## src/hw/rtl/mpd_pkg.sv

```systemverilog
// Shared constants, types and helper functions of the motion and presence detector.
`default_nettype none

package mpd_pkg;

    localparam int MAX_WIDTH     = 1024;
    localparam int MAX_HEIGHT    = 1024;
    localparam int FRACTION_BITS = 16;

    localparam int DIM_W       = 11;
    localparam int PIX_W       = 8;
    localparam int THR_W       = 8;
    localparam int WGT_W       = 17;
    localparam int CFG_DATA_W  = 17;
    localparam int CFG_INDEX_W = 3;

    localparam int WEIGHT_SHIFT = 16;
    localparam logic [WGT_W-1:0] WEIGHT_ONE = WGT_W'(65536);

    localparam logic [DIM_W-1:0] RESET_FRAME_WIDTH  = DIM_W'(640);
    localparam logic [DIM_W-1:0] RESET_FRAME_HEIGHT = DIM_W'(480);
    localparam logic [THR_W-1:0] RESET_MOTION_THR   = THR_W'(8);
    localparam logic [THR_W-1:0] RESET_PRESENCE_THR = THR_W'(8);
    localparam logic [WGT_W-1:0] RESET_MOTION_WGT   = WGT_W'(6554);
    localparam logic [WGT_W-1:0] RESET_PRESENCE_WGT = WGT_W'(7);

    localparam int COL_W       = $clog2(MAX_WIDTH);
    localparam int ROW_W       = $clog2(MAX_HEIGHT);
    localparam int LINE_DEPTH  = MAX_WIDTH / 2;
    localparam int LINE_AW     = $clog2(LINE_DEPTH);
    localparam int STORE_DEPTH = (MAX_WIDTH / 2) * (MAX_HEIGHT / 2);
    localparam int STORE_AW    = $clog2(STORE_DEPTH);

    localparam int AVG_W  = PIX_W + FRACTION_BITS;
    localparam int PROD_W = AVG_W + WGT_W;
    localparam int STEP_W = AVG_W + 1;

    localparam int QUEUE_DEPTH = 4;
    localparam int QUEUE_AW    = $clog2(QUEUE_DEPTH);
    localparam int QUEUE_CW    = $clog2(QUEUE_DEPTH + 1);

    typedef enum logic [CFG_INDEX_W-1:0] {
        REG_FRAME_WIDTH     = 3'd0,
        REG_FRAME_HEIGHT    = 3'd1,
        REG_MOTION_THR      = 3'd2,
        REG_PRESENCE_THR    = 3'd3,
        REG_MOTION_WEIGHT   = 3'd4,
        REG_PRESENCE_WEIGHT = 3'd5
    } mpd_reg_t;

    // One quarter-scale pixel on its way from the front to the back.
    typedef struct packed {
        logic [PIX_W-1:0]    scaled;
        logic [STORE_AW-1:0] idx;
        logic                primed;
        logic                frame_end;
    } mpd_item_t;

    // Effective frame size and the restart strobe of a size change.
    typedef struct packed {
        logic [DIM_W-1:0] width;
        logic [DIM_W-1:0] height;
        logic             restart;
    } mpd_geom_t;

    // Thresholds and limited weights used by the averaging back end.
    typedef struct packed {
        logic [THR_W-1:0] motion_thr;
        logic [THR_W-1:0] presence_thr;
        logic [WGT_W-1:0] motion_weight;
        logic [WGT_W-1:0] presence_weight;
    } mpd_update_t;

    function automatic logic [DIM_W-1:0] clamp_dim(input logic [DIM_W-1:0] v, input int maxv);
        logic [DIM_W-1:0] r;
        if (v < DIM_W'(2)) begin
            r = DIM_W'(2);
        end else if (32'(v) > maxv) begin
            r = DIM_W'(maxv);
        end else begin
            r = v;
        end
        return r;
    endfunction

    function automatic logic [WGT_W-1:0] sat_weight(input logic [WGT_W-1:0] w);
        return (w > WEIGHT_ONE) ? WEIGHT_ONE : w;
    endfunction

endpackage

`default_nettype wire

```

## src/hw/rtl/mpd_front.sv

```systemverilog
// Front end: raster counters, half-line buffer and 2x2 block averaging.
`default_nettype none

module mpd_front import mpd_pkg::*; (
    input  logic             clk,
    input  logic             rst_n,
    input  mpd_geom_t        geom,
    input  logic             pix_valid,
    output logic             pix_ready,
    input  logic [PIX_W-1:0] pix,
    output logic             push,
    output mpd_item_t        push_item,
    input  logic             queue_full
);

    logic [COL_W-1:0]    col_reg, col_next;
    logic [ROW_W-1:0]    row_reg, row_next;
    logic [PIX_W-1:0]    left_reg, left_next;
    logic                primed_reg, primed_next;
    logic [STORE_AW-1:0] qidx_reg, qidx_next;

    logic [PIX_W:0]      line_mem [LINE_DEPTH];
    logic [PIX_W:0]      line_rd_reg;

    logic                accept;
    logic [LINE_AW-1:0]  line_addr;
    logic                col_last, row_last;
    logic [PIX_W:0]      pair;
    logic [PIX_W+1:0]    block_sum;
    logic                last_block;

    assign pix_ready = !queue_full;
    assign accept    = pix_valid && pix_ready;
    assign line_addr = LINE_AW'(col_reg >> 1);

    assign col_last = (32'(col_reg) == 32'(geom.width) - 32'd1);
    assign row_last = (32'(row_reg) == 32'(geom.height) - 32'd1);

    assign pair      = {1'b0, left_reg} + {1'b0, pix};
    assign block_sum = {1'b0, line_rd_reg} + {1'b0, pair};

    // The bottom-right block of the even-cropped frame.
    assign last_block = (32'(col_reg >> 1) == 32'(geom.width >> 1) - 32'd1)
                     && (32'(row_reg >> 1) == 32'(geom.height >> 1) - 32'd1);

    assign push                = accept && col_reg[0] && row_reg[0];
    assign push_item.scaled    = block_sum[PIX_W+1:2];
    assign push_item.idx       = qidx_reg;
    assign push_item.primed    = primed_reg;
    assign push_item.frame_end = last_block;

    always_comb
    begin
        col_next    = col_reg;
        row_next    = row_reg;
        left_next   = left_reg;
        primed_next = primed_reg;
        qidx_next   = qidx_reg;
        if (geom.restart)
        begin
            col_next    = '0;
            row_next    = '0;
            left_next   = '0;
            primed_next = 1'b0;
            qidx_next   = '0;
        end
        else if (accept)
        begin
            if (!col_reg[0])
            begin
                left_next = pix;
            end
            if (push)
            begin
                qidx_next = qidx_reg + STORE_AW'(1);
            end
            if (col_last)
            begin
                col_next = '0;
                if (row_last)
                begin
                    row_next    = '0;
                    primed_next = 1'b1;
                    qidx_next   = '0;
                end
                else
                begin
                    row_next = row_reg + ROW_W'(1);
                end
            end
            else
            begin
                col_next = col_reg + COL_W'(1);
            end
        end
    end

    always_ff @(posedge clk or negedge rst_n)
    begin
        if (!rst_n)
        begin
            col_reg    <= '0;
            row_reg    <= '0;
            left_reg   <= '0;
            primed_reg <= 1'b0;
            qidx_reg   <= '0;
        end
        else
        begin
            col_reg    <= col_next;
            row_reg    <= row_next;
            left_reg   <= left_next;
            primed_reg <= primed_next;
            qidx_reg   <= qidx_next;
        end
    end

    // Even lines store pair sums; the even column of an odd line fetches the
    // pair sum above, which is held until its odd partner arrives.
    always_ff @(posedge clk)
    begin
        if (accept && !col_reg[0])
        begin
            line_rd_reg <= line_mem[line_addr];
        end
        if (accept && col_reg[0] && !row_reg[0])
        begin
            line_mem[line_addr] <= pair;
        end
    end

endmodule

`default_nettype wire

```

## config.mk

```make
export PLATFORM = sky130hd
export DESIGN_NAME = mpd_front
export DESIGN_NICKNAME = d
export VERILOG_FILES = /design/src/hw/rtl/mpd_pkg.sv /design/src/hw/rtl/mpd_front.sv
export SDC_FILE = /design/constraint.sdc
export NUM_CORES = 2
export LEC_CHECK = 0
export BUFFER_PORTS_ARGS = -buffer_cell sky130_fd_sc_hd__buf_2
export CAP_MARGIN = 25
export CORE_ASPECT_RATIO = 2
export CORE_UTILIZATION = 25
export DETAILED_ROUTE_END_ITERATION = 8
export SKIP_LAST_GASP = 1
export SYNTH_ARGS = -nofsm -noshare
export SYNTH_HDL_FRONTEND = slang
export SYNTH_MEMORY_MAX_BITS = 65536
export SYNTH_SLANG_ARGS = --single-unit
```

## constraint.sdc

```tcl
create_clock -name clk -period 53.1 [get_ports clk]
set_input_delay 10.62 -clock clk [delete_from_list [all_inputs] [get_ports clk]]
set_output_delay 10.62 -clock clk [all_outputs]
set_load 0.005 [all_outputs]
```

==> flow_summary.ini <==
[clock_network]
clock-sinks = 4664
cts_tree = built
clock_latency_ns = 1.01
cts-htree-levels = 5
clockBufferDepth = 4
cts_setup_buffers = 0
cts_buffers = 353
root_buffer = clkbuf_16
cts_hold_buf = 0
path_clk_slew_ns = 0.07
cts_resized = 0

[timing]
period_needed_ns = 25.09
maxSlewViolCount = 54
finalClockSkew_ns = 0.0495
tightest_slew_ns = 1.56
finalCritPeriodShare_pct = 47.3
setup_viol_count_final = 0
hold_viol = 0
relSlewSlack_pct = -4.00
setup_ws_ns = 28.01
tns_ns = 0
fmax_mhz = 39.9
rsz0062_at_grt = false

[critical_path]
crit_path_cell_trace = buf_2, ha_4, fa_4, ha_1, a31o_2, a21oi_1, o21bai_1, a21oi_1, o21bai_1, a2111oi_0, nor3_1, buf_2
end_kind = primary output
crit_fanout = 68
cp.buffers_inverters = 2
cpPeakStageDelay_ns = 1.33
start_kind = input pin
setup.worst_path.class = input pin to primary output
crit_arrival_ns = 14.47
cp.required_ns = 42.48
cpMaxStageDelayCell = fa_4
cpLargestDelayFamily = adder cells

[cells_and_area]
syn2layout_area_growth_pct = 14.1
fillers = 70913
drive_gt1_share_pct = 24.7
final_nets = 8993
multi_input_area_sq_um = 40400
largest_reg_flops = 4608
regArea_sq_um = 140000

[power]
power_density_nw_per_um2 = 37.2
comb_power_share_pct = 10.1
clockPowerShare_pct = 36.4
p_switching_mw = 1.86
switching_share_pct = 24.0
ir_drop_mv = 0.0299
p_leak_nw = 61.4
power_frac_seq_pct = 53.6
p_int_mw = 5.89

[synthesis]
synthCells = 8644
post-synth-top-count-cell = edfxtp_1
yosysUniqueCellTypes = 86
ys_seq_area_share_pct = 76.6
synth_edf_count = 4617
synth.top_cell.area_share_pct = 75.9
avgSynthCellArea_sq_um = 21.1
synthesis.nets = 8704
yosys_warnings = 0
ys_ff_latch = 4664
synth_top_area_cell = edfxtp_1
synthFlopType = edfxtp_1
synth_common_cells = edfxtp_1, mux4_2, nor2_1, clkbuf_1, mux2i_1
syn_area_sq_um = 183000
synth_area_leaders = edfxtp_1, mux4_2, nor2_1, mux2i_1, dfrtp_1
synthArstFlopShare_pct = 1.01

[die]
fp.dieArea_sq_um = 734000
core-area_sq_um = 727000
die_h_mm = 1.21
die_x_microns = 606
io_pins = 65
rows = 443
start_util_pct = 25.1

[min_path]
hold_path_class = flip-flop to flip-flop

[placed_design]
pre_cts_slack_ns = 28.03
io_buffers = 64
gp_congestion = 0.950
hpwl_mm = 398

[routing]
drtPass1Iterations = 7
drt_first_iter_violations = 11304
ant_nets = 0
wl_mm = 606
dr_wl_met2_mm = 316
wl_met3_mm = 40.9
drc = 0
vias_per_cell = 4.95
top_layer_used = met5
route.vias.total = 93581
met1Wirelength_mm = 179
drt-wirelength-per-cell_microns = 32.0

[global_route]
grt_pass1_wl_mm = 816
grt_pass1_vias = 94231
antenna_found_initial = 50
grt_usage_pct = 16.2
grt-ovfl-total = 0
grt_max_degree = 192

[run]
maxCapViolations = 0

[run_status]
violations = slew limit
outcome = complete, but fails checks
[logic make-up after synthesis]
logic type	share of synthesized area, %
xor+xnor	0.334
mux	15.5
fa+ha+maj	0.175
buf+inv	1.67
simple gates	2.90
compound gates	2.83
flops	76.6
[through the flow]
| step | utilization (%) | power [mW] | area (sq um) | cells | hold WS [ns] |
|---|---|---|---|---|---|
| after detailed placement | 26.9 | 5.01 | 196000 | 18079 | 0.480 |
| after global routing | 28.6 | 7.90 | 208000 | 18859 | 0.536 |
| after floorplan | - | 4.83 | 183000 | 8644 | 0.465 |
| final | 28.7 | 7.74 | 208000 | 18906 | 0.491 |
| after CTS | 28.5 | 7.76 | 207000 | 18728 | 0.496 |
| after global placement | 26.8 | 5.00 | 195000 | 18043 | 0.484 |
[path summary, 6_finish.rpt]
| kind | start | depth (start not counted) | slack (ns) | to |
|---|---|---|---|---|
| max reg2reg | col_reg[2] | 12 | 45.10 | line_rd_reg[6] |
| min | primed_reg | 1 | 0.49 | primed_reg |
| max in group asynchronous | rst_n | 2 | 42.82 | col_reg[1] |
| min in group asynchronous | rst_n | 2 | 9.75 | row_reg[0] |
| min reg2reg | primed_reg | 1 | 0.49 | primed_reg |
| max | pix[0] | 12 | 28.01 | push_item[27] |
[layer usage]
metal | GRT usage (%) | vias up
li1 | - | 36692
met1 | 15.4 | 50340
met2 | 28.8 | 5043
met3 | 2.68 | 1494
met4 | 16.1 | 12
met5 | 0 | -
[power by group through the flow]
stage / Combinational, mW / Clock (mW) / Sequential [mW]
2_1_floorplan: 0.480 / 0 / 4.35
3_3_place_gp: 0.766 / 0 / 4.23
3_5_place_dp: 0.777 / 0 / 4.23
4_1_cts: 0.778 / 2.84 / 4.15
5_1_grt: 0.805 / 2.95 / 4.15
6_report: 0.781 / 2.82 / 4.15
[cell type report]
class                   instances  share of cell area (%)
flip-flops and latches       4664                    67.1
clock inverters               226                    1.25
clock buffers                 423                    4.41
inverters                      26                  0.0504
well taps                    9567                    5.74
repair buffers                477                    1.92
diodes                        112                   0.134
multi-input cells            3411                    19.4
[layout by cell type, fill, tap and decap left out, types with 44 or more instances in the layout]
master     Yosys  routed
diode_2        0     112
buf_2        134      64
a21oi_1      105      97
a22o_1        59      59
nand2_1      186     167
clkinv_2       0      53
edfxtp_1    4617    4617
nor2_1       647     637
buf_4         69     344
nand3_1       94      94
nor3_1        60      56
clkbuf_16      0     357
clkinv_1       1      74
a221oi_1      71      64
bufinv_16      0      44
a22oi_1      149     149
o21ai_0       81      79
clkbuf_1     238      64
o22ai_1       74      71
mux2i_1      234     227
mux4_2      1132    1132
Note: power is estimated with default switching activity, not from simulation.
