**config.mk**
```make
export PLATFORM = sky130hd
export DESIGN_NAME = mpd_queue
export DESIGN_NICKNAME = d
export VERILOG_FILES = /design/src/hw/rtl/mpd_pkg.sv /design/src/hw/rtl/mpd_queue.sv
export SDC_FILE = /design/constraint.sdc
export NUM_CORES = 1
export LEC_CHECK = 0
export ABC_AREA = 1
export BUFFER_PORTS_ARGS = -buffer_cell sky130_fd_sc_hd__buf_2
export CAP_MARGIN = 20
export CORE_ASPECT_RATIO = 0.9
export CORE_MARGIN = 2
export CORE_UTILIZATION = 40
export CTS_CLUSTER_DIAMETER = 200
export DETAILED_ROUTE_END_ITERATION = 8
export SYNTH_ARGS = -nofsm -noshare
export SYNTH_HDL_FRONTEND = slang
export SYNTH_SLANG_ARGS = --single-unit
```
**constraint.sdc**
```tcl
create_clock -name clk -period 4.2 [get_ports clk]
set_clock_uncertainty 0.1 [all_clocks]
set_input_delay 0.63 -clock clk [delete_from_list [all_inputs] [get_ports clk]]
set_output_delay 0.63 -clock clk [all_outputs]
set_load 0.01 [all_outputs]
```
**src/hw/rtl/mpd_pkg.sv**
```systemverilog
// Shared constants, types and helper functions of the motion and presence detector.
`default_nettype none

package mpd_pkg;

    localparam int MAX_WIDTH     = 1024;
    localparam int MAX_HEIGHT    = 1024;
    localparam int FRACTION_BITS = 16;

    localparam int DIM_W       = 11;
    localparam int PIX_W       = 8;
    localparam int THR_W       = 8;
    localparam int WGT_W       = 17;
    localparam int CFG_DATA_W  = 17;
    localparam int CFG_INDEX_W = 3;

    localparam int WEIGHT_SHIFT = 16;
    localparam logic [WGT_W-1:0] WEIGHT_ONE = WGT_W'(65536);

    localparam logic [DIM_W-1:0] RESET_FRAME_WIDTH  = DIM_W'(640);
    localparam logic [DIM_W-1:0] RESET_FRAME_HEIGHT = DIM_W'(480);
    localparam logic [THR_W-1:0] RESET_MOTION_THR   = THR_W'(8);
    localparam logic [THR_W-1:0] RESET_PRESENCE_THR = THR_W'(8);
    localparam logic [WGT_W-1:0] RESET_MOTION_WGT   = WGT_W'(6554);
    localparam logic [WGT_W-1:0] RESET_PRESENCE_WGT = WGT_W'(7);

    localparam int COL_W       = $clog2(MAX_WIDTH);
    localparam int ROW_W       = $clog2(MAX_HEIGHT);
    localparam int LINE_DEPTH  = MAX_WIDTH / 2;
    localparam int LINE_AW     = $clog2(LINE_DEPTH);
    localparam int STORE_DEPTH = (MAX_WIDTH / 2) * (MAX_HEIGHT / 2);
    localparam int STORE_AW    = $clog2(STORE_DEPTH);

    localparam int AVG_W  = PIX_W + FRACTION_BITS;
    localparam int PROD_W = AVG_W + WGT_W;
    localparam int STEP_W = AVG_W + 1;

    localparam int QUEUE_DEPTH = 4;
    localparam int QUEUE_AW    = $clog2(QUEUE_DEPTH);
    localparam int QUEUE_CW    = $clog2(QUEUE_DEPTH + 1);

    typedef enum logic [CFG_INDEX_W-1:0] {
        REG_FRAME_WIDTH     = 3'd0,
        REG_FRAME_HEIGHT    = 3'd1,
        REG_MOTION_THR      = 3'd2,
        REG_PRESENCE_THR    = 3'd3,
        REG_MOTION_WEIGHT   = 3'd4,
        REG_PRESENCE_WEIGHT = 3'd5
    } mpd_reg_t;

    // One quarter-scale pixel on its way from the front to the back.
    typedef struct packed {
        logic [PIX_W-1:0]    scaled;
        logic [STORE_AW-1:0] idx;
        logic                primed;
        logic                frame_end;
    } mpd_item_t;

    // Effective frame size and the restart strobe of a size change.
    typedef struct packed {
        logic [DIM_W-1:0] width;
        logic [DIM_W-1:0] height;
        logic             restart;
    } mpd_geom_t;

    // Thresholds and limited weights used by the averaging back end.
    typedef struct packed {
        logic [THR_W-1:0] motion_thr;
        logic [THR_W-1:0] presence_thr;
        logic [WGT_W-1:0] motion_weight;
        logic [WGT_W-1:0] presence_weight;
    } mpd_update_t;

    function automatic logic [DIM_W-1:0] clamp_dim(input logic [DIM_W-1:0] v, input int maxv);
        logic [DIM_W-1:0] r;
        if (v < DIM_W'(2)) begin
            r = DIM_W'(2);
        end else if (32'(v) > maxv) begin
            r = DIM_W'(maxv);
        end else begin
            r = v;
        end
        return r;
    endfunction

    function automatic logic [WGT_W-1:0] sat_weight(input logic [WGT_W-1:0] w);
        return (w > WEIGHT_ONE) ? WEIGHT_ONE : w;
    endfunction

endpackage

`default_nettype wire

```
**src/hw/rtl/mpd_queue.sv**
```systemverilog
// Short item queue between the front end and the averaging back end.
`default_nettype none

module mpd_queue import mpd_pkg::*; (
    input  logic      clk,
    input  logic      rst_n,
    input  logic      push,
    input  mpd_item_t push_item,
    output logic      full,
    input  logic      pop,
    output logic      head_valid,
    output mpd_item_t head
);

    mpd_item_t           entry_reg [QUEUE_DEPTH];
    logic [QUEUE_AW-1:0] wr_ptr_reg, wr_ptr_next;
    logic [QUEUE_AW-1:0] rd_ptr_reg, rd_ptr_next;
    logic [QUEUE_CW-1:0] count_reg, count_next;

    assign full       = (count_reg == QUEUE_CW'(QUEUE_DEPTH));
    assign head_valid = (count_reg != '0);
    assign head       = entry_reg[rd_ptr_reg];

    always_comb
    begin
        wr_ptr_next = wr_ptr_reg;
        rd_ptr_next = rd_ptr_reg;
        count_next  = count_reg;
        if (push)
        begin
            wr_ptr_next = (32'(wr_ptr_reg) == QUEUE_DEPTH - 1) ? '0
                                                               : wr_ptr_reg + QUEUE_AW'(1);
        end
        if (pop)
        begin
            rd_ptr_next = (32'(rd_ptr_reg) == QUEUE_DEPTH - 1) ? '0
                                                               : rd_ptr_reg + QUEUE_AW'(1);
        end
        if (push && !pop)
        begin
            count_next = count_reg + QUEUE_CW'(1);
        end
        else if (pop && !push)
        begin
            count_next = count_reg - QUEUE_CW'(1);
        end
    end

    always_ff @(posedge clk or negedge rst_n)
    begin
        if (!rst_n)
        begin
            wr_ptr_reg <= '0;
            rd_ptr_reg <= '0;
            count_reg  <= '0;
        end
        else
        begin
            wr_ptr_reg <= wr_ptr_next;
            rd_ptr_reg <= rd_ptr_next;
            count_reg  <= count_next;
        end
    end

    always_ff @(posedge clk)
    begin
        if (push)
        begin
            entry_reg[wr_ptr_reg] <= push_item;
        end
    end

endmodule

`default_nettype wire

```
==> results.env, run 1 <==
RESULT_OF_THE_RUN='completed'
POSTSYNTHNETCOUNT=419
YOSYS_REGISTER_BITS=119
ANTENNA-DIODE-COUNT=0
GRT_MAX_DEGREE=65
FLOORPLAN.DIE.WIDTH_UM=120
H-TREE-DEPTH=4
MIN_PERIOD_NS=3.09
DRV_CAP=0
TOTAL_GR_OVERFLOW=0
VIA_COUNT=2870
CRIT_PATH_CAPTURE_TYPE='output pin'
POWER.SWITCHING_FRACTION=0.319
GLOBAL_ROUTE_MET1_UTILIZATION=0.178
GLOBALROUTEMET3UTIL=0.0481
DIE-AREA_UM2=13100
SYNTH_TOP_AREA_CELL='sky130_fd_sc_hd__edfxtp_1'
GRT_BUSIEST_LAYER='met2'
COMB_POWER_SHARE=0.288
UNREPAIRED_SETUP_ENDPOINTS_AFTER_GLOBAL_ROUTING='false'
DIE_HEIGHT_UM=109
POSTSYNTHCELLCOUNT=380
CRITICAL-PATH-TOP-CELL-BY-COUNT='sky130_fd_sc_hd__nand2_1'
WL_UM=8860
PLACEMENT.CELL_AREA_UM2=5300
DETAIL-ROUTE-ANTENNA-NETS=0
CLOCK_TREE_FROM_TRITONCTS='done'
CLOCK_INSERTION_DELAY_WORST_SKEW_NS=0.40
NUM_IO_PINS=62
FP-ROW-COUNT=38
SYNTH-SEQ-AREA-SHARE=0.724
DRIVE_ABOVE_1_SHARE=0.204
WORST_PATH_MAX_STAGE_DELAY_NS=0.59
LARGEST_REGISTER_FF_COUNT=112
POWER.LEAKAGE_uW=0.00244
SYNTH_CELL_TYPES=18
REGTOREGSETUPSLACK_NS=2.22
DRC=0
SYN_AVG_CELL_AREA_UM2=12.9
WORST_SETUP_EP='head[19]'
SEQPWRFRAC=0.397
FINALSETUPVIOLATIONS=0
VIAS_IN_THE_FIRST_GLOBAL_ROUTE=2833
MAX_FREQUENCY_GHz=0.323
MAX_SLEW_MARGIN=0.581
P_INT_uW=2730
NUMCLOCKSINKS=119
CTS_RESIZED=0
POWER.NET_SWITCHING_uW=1280
GRTUSAGETOTAL=0.146
MET2_GRT_UTIL=0.246
FLOORPLAN.INITIALDENSITY=0.408
WORST_SETUP_PATH_START_KIND='flop'
CRITICAL_PATH.REG2REG.STARTPOINT='wr_ptr_reg[0]'
COREAREA_UM2=12000
GRT_ANTENNA_BEFORE_REPAIR=0
TIMING_HOLD_VIOLATIONS_FINAL=0
SYNTH.TOP_CELLS.BY_AREA='sky130_fd_sc_hd__edfxtp_1, sky130_fd_sc_hd__o211ai_1, sky130_fd_sc_hd__nand2_1, sky130_fd_sc_hd__inv_1, sky130_fd_sc_hd__dfrtp_1'
PORT_BUFFERS=61
CP_DATA_REQUIRED_TIME_NS=3.47
CTS.ROOT.BUFFER_CELL='sky130_fd_sc_hd__clkbuf_16'
DETAILEDROUTE.FIRSTITERATIONVIOLATIONS=223
CRITICAL-PATH-SLOWEST-CELL='sky130_fd_sc_hd__buf_4'
AREA_GROWTH_SYN_TO_LAYOUT_PCT=19.8
WORSTSETUPPATHTYPE='flop to output pin'
FINAL_MAX_TRAN_VIOLS=0
NETLIST.AREA_LEADER.SHARE=0.689
CRIT_PATH_START='rd_ptr_reg[0]'
FIRST_PASS_ITERS=5
FINAL.SETUP.TNS_NS=0
CRIT_CHAIN='clkinv_2 > buf_4 > nand2_1 > o211ai_1 > nand2_1 > buf_2'
FINALWEIGHTEDCONGESTION=0.730
PEAKVDDDROP_V=0.000308
WL_PER_CELL_UM=14.3
WORSTREGTOREGCELLS=5
BUFFER_DEPTH_OF_THE_LONGEST_CLOCK_PATH=2
CRIT_ARRIVAL_NS=2.36
HPWLAFTERDP_UM=5320
SYNTH_AREA_UM2=4880
TIGHTEST_SLEW_NS=0.628
VIASPERCELL=4.62
WORSTREG2REGEND='entry_reg[0][15]'
GRT_FIRST_PASS_WIRELENGTH_UM=14200
CRIT_PATH_MAX_FANOUT=64
TIMING.FINAL.CRIT_SHARE=0.737
CTS_MADE_BUFFERS=17
HOLDCRITPATHCLASS='input pin to flop'
SYNTH-WARNING-COUNT=0
LAYOUT.NETS=489
POWER.DENSITY_CELL_AREA_nW_PER_UM2=684
DESIGN_AREA_UM2=5850
SHARE_CLK_OF_TOTAL_POWER=0.315
CLK_PIN_SLEW_NS=0.05
[layout make-up]
| type | instances | area, um^2 |
|---|---|---|
| clock buffer | 19 | 433 |
| clock inverter | 11 | 86.3 |
| fill | 1050 | 6130 |
| inverter | 69 | 260 |
| multi-input combinational | 174 | 947 |
| sequential | 119 | 3540 |
| tap | 160 | 200 |
| timing repair buffer | 69 | 388 |
[per-layer routing]
metal | vias to the layer above | wire length [um]
li1 | 1450 | -
met1 | 1349 | 4030
met2 | 65 | 4270
met3 | 6 | 486
met4 | 0 | 70
met5 | - | 0
[logic make-up after synthesis]
group	count (synthesis)	synth area share
AO/OA/AOI/OAI	60	0.0902
XOR/XNOR	1	0.00179
adder cells (fa/ha/maj)	7	0.0195
buffers and inverters	87	0.0817
flip-flops	119	0.724
AND/OR/NAND/NOR	106	0.0825
[stage by stage]
step                hold WS [ns]  total power (uW)  worst slack, ns   util  std cells
finish                     0.346              4000             1.11  0.489        621
global route               0.331              4270            0.849  0.489        621
CTS                        0.331              4030             1.09  0.486        620
detailed placement         0.365              2760             1.53  0.442        589
global placement           0.355              2730             1.61  0.442        589
floorplan                  0.234              2400             2.49      -        380
[worst min-delay path by stage]
| stage | startpoint | to | slack, ns | cells past startpoint |
|---|---|---|---|---|
| after floorplan | rst_n | count_reg[0] | 0.23 | 0 |
| after global placement | count_reg[2] | count_reg[2] | 0.35 | 2 |
| after detailed placement | count_reg[2] | count_reg[2] | 0.36 | 2 |
| after CTS | push_item[0] | entry_reg[0][0] | 0.33 | 1 |
| after global routing | push_item[20] | entry_reg[0][20] | 0.33 | 1 |
| final | push_item[0] | entry_reg[0][0] | 0.35 | 1 |
[synthesized netlist by cell type (all sizes together)]
cell type	count
edfxtp	112
nand4	1
nand3	1
nand2	101
o21ai	4
clkbuf	2
ha	6
nor2	2
nor3	1
dfrtp	7
buf	16
fa	1
xnor2	1
inv	69
o211ai	56
[power groups by stage]
stage                     sequential (uW)  combinational [uW]  clock, uW
after CTS                            1590                1150       1280
after floorplan                      1600                 800          0
final                                1590                1150       1260
after global routing                 1610                1310       1340
after global placement               1610                1120          0
after detailed placement             1610                1150          0
[layout by cell type, fill, tap and decap left out]
master,instances
sky130_fd_sc_hd__bufinv_16,1
sky130_fd_sc_hd__xnor2_1,1
sky130_fd_sc_hd__nand2_1,101
sky130_fd_sc_hd__nor2_1,2
sky130_fd_sc_hd__dfrtp_1,7
sky130_fd_sc_hd__clkbuf_16,17
sky130_fd_sc_hd__dlygate4sd3_1,1
sky130_fd_sc_hd__edfxtp_1,112
sky130_fd_sc_hd__clkbuf_1,2
sky130_fd_sc_hd__nand4_1,1
sky130_fd_sc_hd__buf_16,1
sky130_fd_sc_hd__clkinv_2,4
sky130_fd_sc_hd__inv_1,68
sky130_fd_sc_hd__fa_1,1
sky130_fd_sc_hd__buf_2,61
sky130_fd_sc_hd__o21ai_0,4
sky130_fd_sc_hd__ha_1,6
sky130_fd_sc_hd__nand3_1,1
sky130_fd_sc_hd__o211ai_1,56
sky130_fd_sc_hd__buf_4,6
sky130_fd_sc_hd__clkinv_1,3
sky130_fd_sc_hd__nor3_1,1
sky130_fd_sc_hd__clkinvlp_4,4
[critical path, delay by kind of cell (launching register included)]
kind / cells / cell delay [ns]
buf+inv: 3 / 1.17
simple gates: 2 / 0.22
flops: 1 / 0.40
compound gates: 1 / 0.11
[repair_timing]
action,CTS,global route
setup buffers,0,0
endpoints found under the hold margin,7,0
hold buffers,1,0
No activity file was read; power rests on OpenSTA's default activity.
==> run 2: changes to the inputs <==
clock period = 3 ns   (was 4.2 ns; I/O delays follow)
==> run 2 against run 1 <==
Via count increased by 0.49%. Die area unchanged. Sequential share of layout area decreased by 0.68 points. Largest power group unchanged. Non-clock buffer count increased by 1. Cell count increased by 0.32%. Sequential power increased by 40%. Worst setup slack got worse by 0.59 ns. Highest routed layer unchanged.
==> results.env, run 2 (synthesized netlist as in run 1, its figures left out) <==
HOLDPATHSTAGES=1  # unchanged
TIMING_HOLD_VIOLATIONS_FINAL=0  # unchanged
TIMING.FINAL.CRIT_SHARE=0.829
POST-LAYOUT-TOTAL-POWER_uW=5810  # +45%
MAX_SLEW_MARGIN=0.626  # +0.0458
UNREPAIRED_SETUP_ENDPOINTS_AFTER_GLOBAL_ROUTING='false'
VIA_COUNT=2884  # +0.49%
WORSTSETUPPATHTYPE='flop to output pin'
DETAIL-ROUTE-ANTENNA-NETS=0  # unchanged
H-TREE-DEPTH=4  # unchanged
GRT_BUSIEST_LAYER='met2'
MET2_GRT_UTIL=0.244  # -0.00202
GRT_MAX_DEGREE=63  # -3.1%
CLK_PIN_SLEW_NS=0.05  # about the same
CRITICAL_PATH.REG2REG.STARTPOINT='wr_ptr_reg[0]'
COREAREA_UM2=12000  # unchanged
TOTAL_AREA_OF_SEQUENTIAL_CELLS_UM2=3540  # unchanged
REGTOREGSETUPSLACK_NS=1.15  # -1.07 ns
LAYOUT.NETS=490  # +0.20%
BUFFER_DEPTH_OF_THE_LONGEST_CLOCK_PATH=2  # unchanged
FP-ROW-COUNT=38  # unchanged
WORST_SETUP_PATH_START_KIND='flop'
CTS.ROOT.BUFFER_CELL='sky130_fd_sc_hd__clkbuf_16'
DRV_CAP=0  # unchanged
POWER.LEAKAGE_uW=0.00248  # +1.7%
RESULT_OF_THE_RUN='completed'
POWER.DENSITY_CELL_AREA_nW_PER_UM2=981  # +43%
DRC=0  # unchanged
PEAKVDDDROP_V=0.000402  # +31%
CLOCK_INSERTION_DELAY_WORST_SKEW_NS=0.39  # about the same
DIE-AREA_UM2=13100  # unchanged
FLOORPLAN.INITIALDENSITY=0.408  # unchanged
WL_UM=9120  # +2.9%
PORT_BUFFERS=61  # unchanged
HOLDCRITPATHCLASS='input pin to flop'
FINISH.CELL_COUNT_WITHOUT_FILLERS=623  # +0.32%
ANTENNA-DIODE-COUNT=0  # unchanged
PLACED_CELLS_INCL_TAPS=591  # +0.34%
CRIT_PATH_START='rd_ptr_reg[0]'
GRT_ANTENNA_BEFORE_REPAIR=0  # unchanged
CTS_RESIZED=0  # unchanged
FIRST_PASS_ITERS=4  # -1
WL_PER_CELL_UM=14.6  # +2.6%
CRIT_PATH_CAPTURE_TYPE='output pin'
VIAS_IN_THE_FIRST_GLOBAL_ROUTE=2844  # +0.39%
CP_DATA_REQUIRED_TIME_NS=2.45  # -1.02 ns
CRIT_PATH_MAX_FANOUT=62  # -3.1%
FINAL.SETUP.TNS_NS=0  # unchanged
HPWLAFTERDP_UM=5520  # +3.8%
WORST_SETUP_EP='head[19]'
CRIT_ARRIVAL_NS=1.94  # -0.42 ns
FINALSETUPVIOLATIONS=0  # unchanged
WORSTREGTOREGCELLS=5  # unchanged
WHS_NS=0.166  # -0.179 ns
FLOORPLAN.DIE.WIDTH_UM=120  # unchanged
MAX_FREQUENCY_GHz=0.402
CLOCK_TREE_FROM_TRITONCTS='done'
FINALWEIGHTEDCONGESTION=0.671  # -8.1%
DIE_HEIGHT_UM=109  # unchanged
MOST_FREQUENT_CELLS_IN_THE_LAYOUT='sky130_fd_sc_hd__edfxtp_1, sky130_fd_sc_hd__nand2_1, sky130_fd_sc_hd__inv_1, sky130_fd_sc_hd__buf_2, sky130_fd_sc_hd__o211ai_1'
LAYOUT.FILLER_CELLS=1105  # +5.2%
TOTAL_GR_OVERFLOW=0  # unchanged
LARGEST_REGISTER_FF_COUNT=112  # unchanged
GRTUSAGETOTAL=0.152  # +0.00598
MULTI_INPUT_COMB_AREA_UM2=947  # unchanged
NUMCLOCKSINKS=119  # unchanged
DETAILEDROUTE.FIRSTITERATIONVIOLATIONS=213  # -4.5%
AREA_GROWTH_SYN_TO_LAYOUT_PCT=21.2
GLOBAL_ROUTE_MET1_UTILIZATION=0.193  # +0.0159
NUM_IO_PINS=62  # unchanged
FINAL_MAX_TRAN_VIOLS=0  # unchanged
LAYOUT.CELLS.MOST_COMMON='sky130_fd_sc_hd__edfxtp_1'
GLOBALROUTEMET3UTIL=0.0465  # -0.00157
VIASPERCELL=4.63  # +0.17%
WORSTREG2REGEND='entry_reg[2][16]'
CTS_MADE_BUFFERS=17  # unchanged
GRT_FIRST_PASS_WIRELENGTH_UM=14700  # +3.4%
MIN_PERIOD_NS=2.49
TIGHTEST_SLEW_NS=0.560  # -0.0680 ns
DRIVE_ABOVE_1_SHARE=0.216  # +0.0121
## run 2: changes by cell type in the layout (fill, tap and decap cells not counted)
cell                         change
sky130_fd_sc_hd__inv_6           +1
sky130_fd_sc_hd__buf_4           +1
sky130_fd_sc_hd__clkbuf_1        -1
sky130_fd_sc_hd__clkinv_2        +2
sky130_fd_sc_hd__buf_12          +1
sky130_fd_sc_hd__clkinv_1        -3
sky130_fd_sc_hd__bufinv_16       +2
sky130_fd_sc_hd__clkinvlp_4      -2
sky130_fd_sc_hd__clkinv_4        +2
sky130_fd_sc_hd__buf_16          -1
## run 2: how the worst min path moves through the flow
stage	from	slack [ns]	to
detailed placement	rst_n	0.20	count_reg[0]
floorplan	rst_n	0.05	count_reg[0]
global route	push_item[20]	0.15	entry_reg[0][20]
CTS	push_item[20]	0.15	entry_reg[0][20]
global placement	rst_n	0.20	count_reg[1]
finish	push_item[1]	0.17	entry_reg[1][1]
## run 2: timing repair
action                    4_1_cts  5_1_grt
hold buffers                    1        0
hold endpoints to repair        7        0
buffers inserted                0        0
## run 2: per-layer routing
metal / vias to the layer above / share of wire
met4: 0 / 0.010
met5: - / 0
met2: 56 / 0.48
met1: 1366 / 0.47
met3: 6 / 0.042
li1: 1456 / -
## run 2: stage by stage
stage / util / instance area, um^2 / worst slack (ns)
final: 0.494 / 5920 / 0.513
after global routing: 0.494 / 5920 / 0.275
after CTS: 0.494 / 5920 / 0.484
after detailed placement: 0.444 / 5320 / 0.943
after global placement: 0.444 / 5320 / 0.986
after floorplan: - / 4880 / 1.30
## run 2: layout make-up
class / count / share of cell area
clock inverter: 13 / 0.0264
timing repair buffer: 70 / 0.0655
tap: 160 / 0.0338
clock buffer: 18 / 0.0725
inverter: 69 / 0.0440
sequential: 119 / 0.598
multi-input combinational: 174 / 0.160
## run 2: worst max-delay path, stage by stage, from the launching register on
cell and delay, ns:
sky130_fd_sc_hd__dfrtp_1 0.41, sky130_fd_sc_hd__clkinv_2 0.14, sky130_fd_sc_hd__buf_4 0.49, sky130_fd_sc_hd__nand2_1 0.10, sky130_fd_sc_hd__o211ai_1 0.11, sky130_fd_sc_hd__nand2_1 0.12, sky130_fd_sc_hd__buf_2 0.16
## run 2: power breakdown
part / switching (uW) / internal [uW] / total [uW]
clock network: 687 / 1300 / 1980
registers: 89.4 / 2140 / 2230
logic: 1050 / 550 / 1600
